<file path="config.mk">
export PLATFORM = sky130hd
export DESIGN_NAME = lowest_free_id_allocator
export DESIGN_NICKNAME = d
export VERILOG_FILES = /design/src/hw/rtl/lfid_pkg.sv /design/src/hw/rtl/lowest_free_id_allocator.sv /design/src/hw/rtl/lfid_cell.sv
export SDC_FILE = /design/constraint.sdc
export NUM_CORES = 1
export LEC_CHECK = 0
export ABC_AREA = 1
export BUFFER_PORTS_ARGS = -buffer_cell sky130_fd_sc_hd__buf_2
export CORE_ASPECT_RATIO = 1.5
export CORE_MARGIN = 5
export CORE_UTILIZATION = 59
export CTS_BUF_LIST = sky130_fd_sc_hd__clkbuf_8
export DETAILED_ROUTE_END_ITERATION = 7
export PLACE_DENSITY_LB_ADDON = 0.05
export SYNTH_ARGS = -nofsm -noshare
export SYNTH_HDL_FRONTEND = slang
export SYNTH_HIERARCHICAL = 1
export SYNTH_SLANG_ARGS = --single-unit
</file>
<file path="constraint.sdc">
create_clock -name i_clk -period 2.1 [get_ports i_clk]
set_input_delay 0.21 -clock i_clk [delete_from_list [all_inputs] [get_ports i_clk]]
set_output_delay 0.21 -clock i_clk [all_outputs]
set_load 0.01 [all_outputs]
</file>
<file path="src/hw/rtl/lfid_pkg.sv">
`default_nettype none

package lfid_pkg;

    localparam int ID_W      = 6;
    localparam int LIM_W     = 7;
    localparam int CNT_W     = 7;
    localparam int CELL_W    = 16;
    localparam int CELL_LOG  = 4;
    localparam int SLOTS_DEF = 64;
    localparam int DATA_W    = 16;
    localparam logic [LIM_W-1:0] LIMIT_RST = LIM_W'(64);

    typedef enum logic [1:0] {
        ACT_GET     = 2'd0,
        ACT_CHECK   = 2'd1,
        ACT_RELEASE = 2'd2,
        ACT_NOP     = 2'd3
    } t_act;

    // request and partial result handed from cell to cell
    typedef struct packed {
        logic              valid;
        t_act              act;
        logic [ID_W-1:0]   id;
        logic [LIM_W-1:0]  lim;
        logic              found;
        logic [ID_W-1:0]   kout;
        logic              free;
        logic              dec;
    } t_carry;

endpackage

`default_nettype wire

</file>
<file path="src/hw/rtl/lowest_free_id_allocator.sv">
// lowest free id allocator
// requests enter on the s_axis channel: tuser holds the action (get, check,
// release, no-op), tdata the id to check or release. every request gives
// exactly one result on the m_axis channel: granted, the id handed out,
// the free flag of a check and the count of ids in use afterwards.
// the used bitmap lives in a row of 16-bit cells; a request walks down the
// row one cell per cycle, each cell finding its lowest free bit or acting
// on the id it owns; a result passes the registers of all cells in turn,
// then the output register (via the holding register under a stall), and
// shows on m_axis. a new request is taken only once the last result has
// left the row. the user writes the id limit through i_cfg_we / i_cfg_wdata
// only while idle; the block itself does not enforce this. reset clears the
// bitmap and the count and sets the limit to 64.
// a stalled receiver holds the result in the output register; one more
// result can finish into a holding register, after which s_axis_tready
// stays low until the receiver takes a result.
`default_nettype none

module lowest_free_id_allocator
    import lfid_pkg::*;
#(
    parameter int SLOTS = SLOTS_DEF
) (
    input  wire               i_clk,
    input  wire               i_rst_n,
    input  wire               i_cfg_we,
    input  wire [LIM_W-1:0]   i_cfg_wdata,
    input  wire               s_axis_tvalid,
    output logic              s_axis_tready,
    input  wire [7:0]         s_axis_tdata,   // id_in[5:0], zero[7:6]
    input  wire [1:0]         s_axis_tuser,   // action[1:0]
    output logic              m_axis_tvalid,
    input  wire               m_axis_tready,
    output logic [DATA_W-1:0] m_axis_tdata    // granted, id_out, is_free, used_count, zero
);

    localparam int LIM_MAX = (SLOTS < 64) ? SLOTS : 64;
    localparam int NCELL   = (LIM_MAX + CELL_W - 1) / CELL_W;

    t_carry             chain [NCELL+1];
    logic [LIM_W-1:0]   r_limit;
    logic [LIM_W-1:0]   eff_lim;
    logic [CNT_W-1:0]   r_count;
    logic [CNT_W-1:0]   n_count;
    logic               r_busy;
    logic               r_pend_valid;
    logic [DATA_W-1:0]  r_pend;
    logic               r_out_valid;
    logic [DATA_W-1:0]  r_out;
    logic               s_fire;
    logic               out_free;
    logic               res_end;
    logic [DATA_W-1:0]  res_word;

    assign eff_lim  = (r_limit > LIM_W'(LIM_MAX)) ? LIM_W'(LIM_MAX) : r_limit;
    assign out_free = !r_out_valid || m_axis_tready;
    assign res_end  = chain[NCELL].valid;
    assign s_axis_tready = !r_busy || ((res_end || r_pend_valid) && out_free);
    assign s_fire   = s_axis_tvalid && s_axis_tready;

    always_comb begin
        chain[0].valid = s_fire;
        chain[0].act   = t_act'(s_axis_tuser);
        chain[0].id    = s_axis_tdata[ID_W-1:0];
        chain[0].lim   = eff_lim;
        chain[0].found = 1'b0;
        chain[0].kout  = '0;
        chain[0].free  = 1'b0;
        chain[0].dec   = 1'b0;
    end

    for (genvar g = 0; g < NCELL; g++) begin : g_cell
        lfid_cell #(
            .IDX (g)
        ) u_cell (
            .i_clk   (i_clk),
            .i_rst_n (i_rst_n),
            .i_carry (chain[g]),
            .o_carry (chain[g+1])
        );
    end

    always_comb begin
        n_count = r_count;
        if (chain[NCELL].found) begin
            n_count = r_count + CNT_W'(1);
        end else if (chain[NCELL].dec) begin
            n_count = r_count - CNT_W'(1);
        end
        res_word = {1'b0, n_count,
                    chain[NCELL].free && (chain[NCELL].act == ACT_CHECK),
                    chain[NCELL].found ? chain[NCELL].kout : ID_W'(0),
                    chain[NCELL].found};
    end

    always_ff @(posedge i_clk) begin
        if (!i_rst_n) begin
            r_limit      <= LIMIT_RST;
            r_count      <= '0;
            r_busy       <= 1'b0;
            r_pend_valid <= 1'b0;
            r_out_valid  <= 1'b0;
        end else begin
            if (i_cfg_we) begin
                r_limit <= i_cfg_wdata;
            end
            if (res_end) begin
                r_count <= n_count;
            end
            if (s_fire) begin
                r_busy <= 1'b1;
            end else if ((res_end || r_pend_valid) && out_free) begin
                r_busy <= 1'b0;
            end
            if (r_pend_valid && out_free) begin
                r_out_valid  <= 1'b1;
                r_out        <= r_pend;
                r_pend_valid <= 1'b0;
            end else if (res_end && out_free) begin
                r_out_valid <= 1'b1;
                r_out       <= res_word;
            end else if (res_end) begin
                r_pend_valid <= 1'b1;
                r_pend       <= res_word;
            end else if (m_axis_tready) begin
                r_out_valid <= 1'b0;
            end
        end
    end

    assign m_axis_tvalid = r_out_valid;
    assign m_axis_tdata  = r_out;

endmodule

`default_nettype wire

</file>
<file path="src/hw/rtl/lfid_cell.sv">
`default_nettype none

module lfid_cell
    import lfid_pkg::*;
#(
    parameter int IDX = 0
) (
    input  wire    i_clk,
    input  wire    i_rst_n,
    input  t_carry i_carry,
    output t_carry o_carry
);

    localparam int BASE = IDX * CELL_W;

    logic [CELL_W-1:0]   r_map;
    logic [CELL_W-1:0]   n_map;
    logic                r_valid;
    t_carry              r_carry;
    t_carry              n_carry;
    logic [CELL_W-1:0]   mask;
    logic [CELL_W-1:0]   avail;
    logic [CELL_LOG-1:0] sel;
    logic [CELL_LOG-1:0] jid;
    logic                owned;

    always_comb begin
        for (int j = 0; j < CELL_W; j++) begin
            mask[j] = LIM_W'(BASE + j) < i_carry.lim;
        end
        avail = ~r_map & mask;
        sel   = '0;
        for (int j = CELL_W - 1; j >= 0; j--) begin
            if (avail[j]) begin
                sel = CELL_LOG'(j);
            end
        end
        jid   = i_carry.id[CELL_LOG-1:0];
        owned = i_carry.id[ID_W-1:CELL_LOG] == (ID_W-CELL_LOG)'(IDX);

        n_map   = r_map;
        n_carry = i_carry;
        if (i_carry.valid) begin
            case (i_carry.act)
                ACT_GET: begin
                    if (!i_carry.found && (|avail)) begin
                        n_map[sel]    = 1'b1;
                        n_carry.found = 1'b1;
                        n_carry.kout  = ID_W'(BASE) + ID_W'(sel);
                    end
                end
                ACT_CHECK: begin
                    if (owned && mask[jid] && !r_map[jid]) begin
                        n_carry.free = 1'b1;
                    end
                end
                ACT_RELEASE: begin
                    if (owned && mask[jid] && r_map[jid]) begin
                        n_map[jid]  = 1'b0;
                        n_carry.dec = 1'b1;
                    end
                end
                default: begin
                end
            endcase
        end
    end

    always_ff @(posedge i_clk) begin
        if (!i_rst_n) begin
            r_map   <= '0;
            r_valid <= 1'b0;
        end else begin
            r_map   <= n_map;
            r_valid <= i_carry.valid;
        end
        r_carry <= n_carry;
    end

    always_comb begin
        o_carry       = r_carry;
        o_carry.valid = r_valid;
    end

endmodule

`default_nettype wire

</file>
==> run summary, run 1 <==
- **path class of the lowest-slack min-delay path** input pin to flop
- **Die Y** 179 µm
- **Worst Setup Start Kind** flop
- **number of sinks on the clock net** 198
- **Critical Path Most Common Cell** nor2_2
- **clock period minus worst slack** 2.60 ns
- **area growth from synthesis to layout** 43.8%
- **via count** 13,078
- **commonest cells after routing, fill and taps aside** nand2_1, buf_4, inv_1
- **Horiz. Die Dim** 122 µm
- **worst slew pin tran** 0.578 ns
- **Slew Limit Headroom** 0.614
- **Detail Placement HPWL** 26.2 mm
- **routed wirelength normalized by instance count** 19.5 µm
- **detailed-route DRC error count** 0
- **final routed wirelength across all metal layers** 42.6 mm
- **violated checks** negative setup slack
- **Final #Nets** 1,945
- **Max stage delay cell, worst path** dfxtp_1
- **final hold viol count** 0
- **antenna violations before repair** 0
- **routability-driven placement congestion ratio** 1.03
- **clock tree from TritonCTS** yes
- **Clk pin slew, worst setup/hold paths** 0.13 ns
- **Post-Place Worst Slack** -0.417 ns
- **worst clock skew** 0.0255 ns
- **Total Negative Setup Slacks** -24.16 ns
- **unrepaired setup endpoints after global routing** true
- **Worst Setup Slack, final** -0.501 ns
- **number of buffers inserted by port buffering** 36
- **total power per unit cell area** 534 nW/µm²
- **starting DRC count in detailed routing** 1,235
- **number of levels the H-tree was split into** 4
- **first-pass GRT wire length** 58.3 mm
- **Final setup viols** 80
- **cell area after synthesis** 11,200 µm²
- **utilization of the core after routing** 0.864
- **fin area** 16,100 µm²
- **peak fanout along the critical path** 6
- **DP Cell Count** 2,058
- **maximum clock rate** 0.384 GHz
- **Worst Path Arrival** 3.05 ns
- **count of boundary I/O pins** 40
- **vias in the first global route** 12,156
- **count of inserted antenna diode cells** 0
- **Worst-Skew Late Latency** 0.50 ns
- **total clock buffers created by CTS** 17
- **fraction of layout instances using a drive strength above 1** 0.430
- **count of placed standard cells in the final layout, fillers left out** 2,186
- **row count** 61
- **family with the most delay on the worst path** simple AND/OR/NAND/NOR gates
- **critical path data required time** 2.55 ns
- **number of warnings printed during yosys synthesis** 6
- **WP buf/inv** 4
- **Post-Syn Instances** 1,576
- **fin. max-slew vios** 0
- **most common cell after layout, fill and taps aside** nand2_1
- **Post-Place Cell Area** 13,200 µm²
- **Overall Global Routing Usage** 0.342
- **overflow left after global routing** 0
- **remaining antenna violation count** 0
- **CORE AREA** 18,600 µm²
- **startpoint-to-endpoint class of the critical path** flop to flop
- **average cell area after synthesis** 7.10 µm²
- **buffer levels on the longest clock path** 2
- **run status** complete, but fails checks
- **Largest stage delay, worst path** 0.37 ns
- **peak supply drop** 0.000360 V
- **pin count of the biggest net entering global routing** 55
- **library cell used as clock root buffer** clkbuf_8
- **detailed-route vias per instance** 5.98
- **list of cells traversed by the critical path** buf_4 -> nor2_2 -> nor2_2 -> nand2_4 -> nor2_4 -> inv_4 -> o21ai_4 -> nand2_2 -> nor2_4 -> nand3_4 -> buf_4 -> nor2_2 -> nand3_1 -> inv_2 -> nand4_1 -> a21oi_1
- **initial cell density of the core** 0.601
- **area enclosed by the die boundary** 21,900 µm²
- **leakage power of the design** 7.03 nW
- **nature of the critical path endpoint** flop
- **post-route fraction of the period consumed by the critical path** 1.24
- **drt first pass iters** 8
- **Max Cap Viol** 0
[state kept, by name, indices dropped and copies added, names as in the netlist]
| register | flops |
|---|---|
| m_axis_tvalid | 1 |
| r_pend_valid | 1 |
| g_cell.u_cell/o_carry | 83 |
| g_cell.u_cell/r_valid | 4 |
| r_count | 7 |
| r_limit | 7 |
| r_pend | 15 |
| r_busy | 1 |
| m_axis_tdata | 15 |
| g_cell.u_cell/r_map | 64 |
[layer usage]
layer | part of all wire | up-vias | track usage
met5 | 0 | - | 0
met2 | 0.51 | 891 | 0.639
met3 | 0.071 | 373 | 0.0552
li1 | - | 5854 | -
met4 | 0.097 | 0 | 0.248
met1 | 0.32 | 5960 | 0.333
[worst register-to-register path, stage by stage, from the launching register on]
cell	delay [ns]
dfxtp_1	0.37
buf_4	0.17
nor2_2	0.06
nor2_2	0.20
nand2_4	0.11
nor2_4	0.20
inv_4	0.08
o21ai_4	0.16
nand2_2	0.10
nor2_4	0.14
nand3_4	0.09
buf_4	0.17
nor2_2	0.13
nand3_1	0.11
inv_2	0.12
nand4_1	0.17
a21oi_1	0.18
[power breakdown]
part	switching [mW]	leakage (nW)	internal (mW)
registers	0.117	1.67	3.96
logic	1.11	5.16	0.776
clock network	1.67	0.212	0.955
[per-stage QoR]
step / hold slack [ns] / total power, mW
final: 0.0583 / 8.59
after global routing: 0.0688 / 8.87
after CTS: 0.0172 / 8.23
after detailed placement: 0.337 / 5.49
after global placement: 0.329 / 5.47
after floorplan: 0.238 / 4.92
[layout make-up]
cell class	instances	area, µm²
multi-input combinational	1108	7170
sequential	198	4330
timing repair buffer	343	2820
fill	1044	2530
inverter	251	1010
tap	252	315
clock buffer	17	234
clock inverter	15	203
timing repair inverter	2	13.8
[path summary, 6_finish.rpt]
kind / start / end / slack (ns) / cells after the start
min: i_cfg_wdata[1] / r_limit[1] / 0.06 / 3
max: r_limit[6] / g_cell[0].u_cell/r_map[15] / -0.50 / 16
min reg2reg: g_cell[0].u_cell/o_carry[21] / g_cell[1].u_cell/o_carry[21] / 0.36 / 0
max reg2reg: r_limit[6] / g_cell[0].u_cell/r_map[15] / -0.50 / 16
[timing repair]
item,CTS,global route
buffers inserted,32,50
endpoints found under the hold margin,11,0
pin swaps,64,165
gates cloned,6,2
hold buffers,12,0
endpoints found under the setup margin,86,91
resized for setup,217,263
Note: power is estimated with default switching activity, not from simulation.
==> run 2: changes to the inputs <==
SLEW_MARGIN = 20   (was unset)
TNS_END_PERCENT = 20   (was unset)
==> run summary, run 2 (synthesis results as in run 1) <==
- **hold slack final** 0.0236 ns, -0.0347 ns
- **number of flip-flops under the largest register name** 83, unchanged
- **Power Internal** 5.60 mW, -1.7%
- **Worst Path Arrival** 3.04 ns, about the same
- **fin. max-slew vios** 0, unchanged
- **row count** 61, unchanged
- **final hold viol count** 0, unchanged
- **Largest stage delay, worst path** 0.33 ns, -0.04 ns
- **Critical Path Most Common Cell** nor2_1
- **Slew Limit Headroom** 0.616, +0.00181
- **path class of the lowest-slack min-delay path** input pin to flop
- **fin area** 14,700 µm², -8.5%
- **count of placed standard cells in the final layout, fillers left out** 2,136, -2.3%
- **starting DRC count in detailed routing** 955, -23%
- **library cell used as clock root buffer** clkbuf_8
- **first-pass GRT wire length** 55.2 mm, -5.3%
- **portion of total power attributed to the clock network** 0.320, +0.014
- **Final setup viols** 77, -3.8%
- **number of sinks on the clock net** 198, unchanged
- **CORE AREA** 18,600 µm², unchanged
- **startpoint-to-endpoint class of the critical path** flop to flop
- **Post-Place Worst Slack** -0.394 ns, +0.0224 ns
- **Worst Setup Slack, final** -0.505 ns, -0.00422 ns
- **number of levels the H-tree was split into** 4, unchanged
- **count of boundary I/O pins** 40, unchanged
- **Total Negative Setup Slacks** -18.58 ns, +5.58 ns
- **via count** 11,920, -8.9%
- **antenna violations before repair** 0, unchanged
- **most common cell after layout, fill and taps aside** nand2_1
- **fraction of layout instances using a drive strength above 1** 0.340, -0.0900
- **buffer levels on the longest clock path** 2, unchanged
- **Horiz. Die Dim** 122 µm, unchanged
- **Detail Placement HPWL** 25.6 mm, -2.1%
- **area enclosed by the die boundary** 21,900 µm², unchanged
- **peak fanout along the critical path** 8, +2
- **worst slew pin tran** 0.576 ns, -0.00271 ns
- **routability-driven placement congestion ratio** 1.01, -1.9%
- **area growth from synthesis to layout** 31.7%
- **Die Y** 179 µm, unchanged
- **detailed-route vias per instance** 5.58, -6.7%
- **Combinational Power Share** 0.189, -0.030
- **nature of the critical path endpoint** flop
- **leakage power of the design** 6.54 nW, -7.0%
- **Post-Place Cell Area** 13,300 µm², +0.80%
- **total power per unit cell area** 561 nW/µm², +5.2%
- **peak supply drop** 0.000403 V, +12%
- **final routed wirelength across all metal layers** 34.8 mm, -18%
- **run status** complete, but fails checks
- **clock tree from TritonCTS** yes
- **pin count of the biggest net entering global routing** 54, -1.8%
- **number of buffers inserted by port buffering** 36, unchanged
- **Worst Setup Start Kind** flop
- **Clk pin slew, worst setup/hold paths** 0.12 ns, about the same
- **initial cell density of the core** 0.601, unchanged
- **total clock buffers created by CTS** 17, unchanged
- **post-route fraction of the period consumed by the critical path** 1.24, +0.00201
- **overflow left after global routing** 0, unchanged
- **drt first pass iters** 6, -2
- **Worst-Skew Late Latency** 0.49 ns, about the same
- **unrepaired setup endpoints after global routing** true
- **detailed-route DRC error count** 0, unchanged
- **clock period minus worst slack** 2.61 ns, +0.00422 ns
- **Final #Nets** 1,895, -2.6%
- **DP Cell Count** 2,067, +0.44%
- **violated checks** negative setup slack
- **commonest cells after routing, fill and taps aside** nand2_1, buf_4, inv_1
- **routed wirelength normalized by instance count** 16.3 µm, -16%
- **Max stage delay cell, worst path** dfxtp_2
- **sequential share of power** 0.491, +0.016
- **switching part of the total power** 0.323, -0.0141
- **worst clock skew** 0.0167 ns, -0.00880 ns
- **Max Cap Viol** 0, unchanged
- **list of cells traversed by the critical path** inv_2 -> nand4_1 -> o21ai_1 -> inv_1 -> nor2_2 -> buf_6 -> nand3_4 -> nor3_4 -> nor3_2 -> a31oi_2 -> nor2_2 -> nor3_4 -> nand2_4 -> nand2_8 -> nand4_1 -> nor2_1 -> nor2_1 -> nor2_1
- **Overall Global Routing Usage** 0.318, -0.0241
- **critical path data required time** 2.54 ns, about the same
- **vias in the first global route** 11,518, -5.2%
- **count of inserted antenna diode cells** 0, unchanged
- **remaining antenna violation count** 0, unchanged
- **Switching Power** 2.67 mW, -7.8%
- **maximum clock rate** 0.384 GHz, -0.16%
## run 2: cell count changes in the layout (fill, tap and decap cells not counted), sizes merged
cell and change:
clkinv -1, buf -45, inv +1, dlygate4sd3 -1
clkinvlp -2, nand2 -2
## run 2: what timing repair did
action | 4_1_cts | 5_1_grt
pin swaps | 29 | 43
gates resized for setup | 92 | 92
hold buffers | 11 | 0
hold endpoints to repair | 10 | 0
buffers inserted | 12 | 12
cloned | 2 | 0
setup endpoints to repair | 89 | 91
## run 2: power groups by stage
stage                     logic (mW)  clock network [mW]  registers (mW)
after global placement          1.35                   0            4.14
after detailed placement        1.37                   0            4.14
after global routing            1.69                2.87            4.08
after CTS                       1.45                2.69            4.06
final                           1.56                2.65            4.06
after floorplan                0.807                   0            4.11
## run 2: metal layers
metal,wire [µm],share of wire,vias to the layer above,GRT usage
li1,-,-,5759,-
met5,0,0,-,0
met1,12600,0.36,5497,0.344
met3,1820,0.052,168,0.0477
met2,17900,0.52,496,0.576
met4,2410,0.069,0,0.194
## run 2: cell type report
class,count,area (µm²)
Clock buffer,17,234
Multi-Input combinational cell,1106,6320
Fill cell,1405,3890
Inverter,251,971
Timing Repair Buffer,297,2370
Clock inverter,15,218
Tap cell,252,315
Sequential cell,198,4310
## run 2: worst paths after layout
| path | startpoint | endpoint | slack [ns] | cells after the start |
|---|---|---|---|---|
| worst max register to register | r_limit[2] | g_cell[0].u_cell/r_map[5] | -0.51 | 18 |
| worst max-delay path | r_limit[2] | g_cell[0].u_cell/r_map[5] | -0.51 | 18 |
| worst min register to register | g_cell[0].u_cell/o_carry[20] | g_cell[1].u_cell/o_carry[20] | 0.37 | 0 |
| worst min-delay path | i_cfg_wdata[1] | r_limit[1] | 0.02 | 3 |
## run 2: through the flow
step                power, mW  utilization
floorplan                4.92            -
global placement         5.49        0.713
detailed placement       5.51        0.713
CTS                      8.20        0.768
global route             8.63        0.791
finish                   8.27        0.791
## run 2: worst max-delay path, delay by kind of cell, from the launching register on
kind | cells | cell delay, ns
compound gates | 2 | 0.31
buf+inv | 3 | 0.30
flops | 1 | 0.33
simple gates | 13 | 1.62
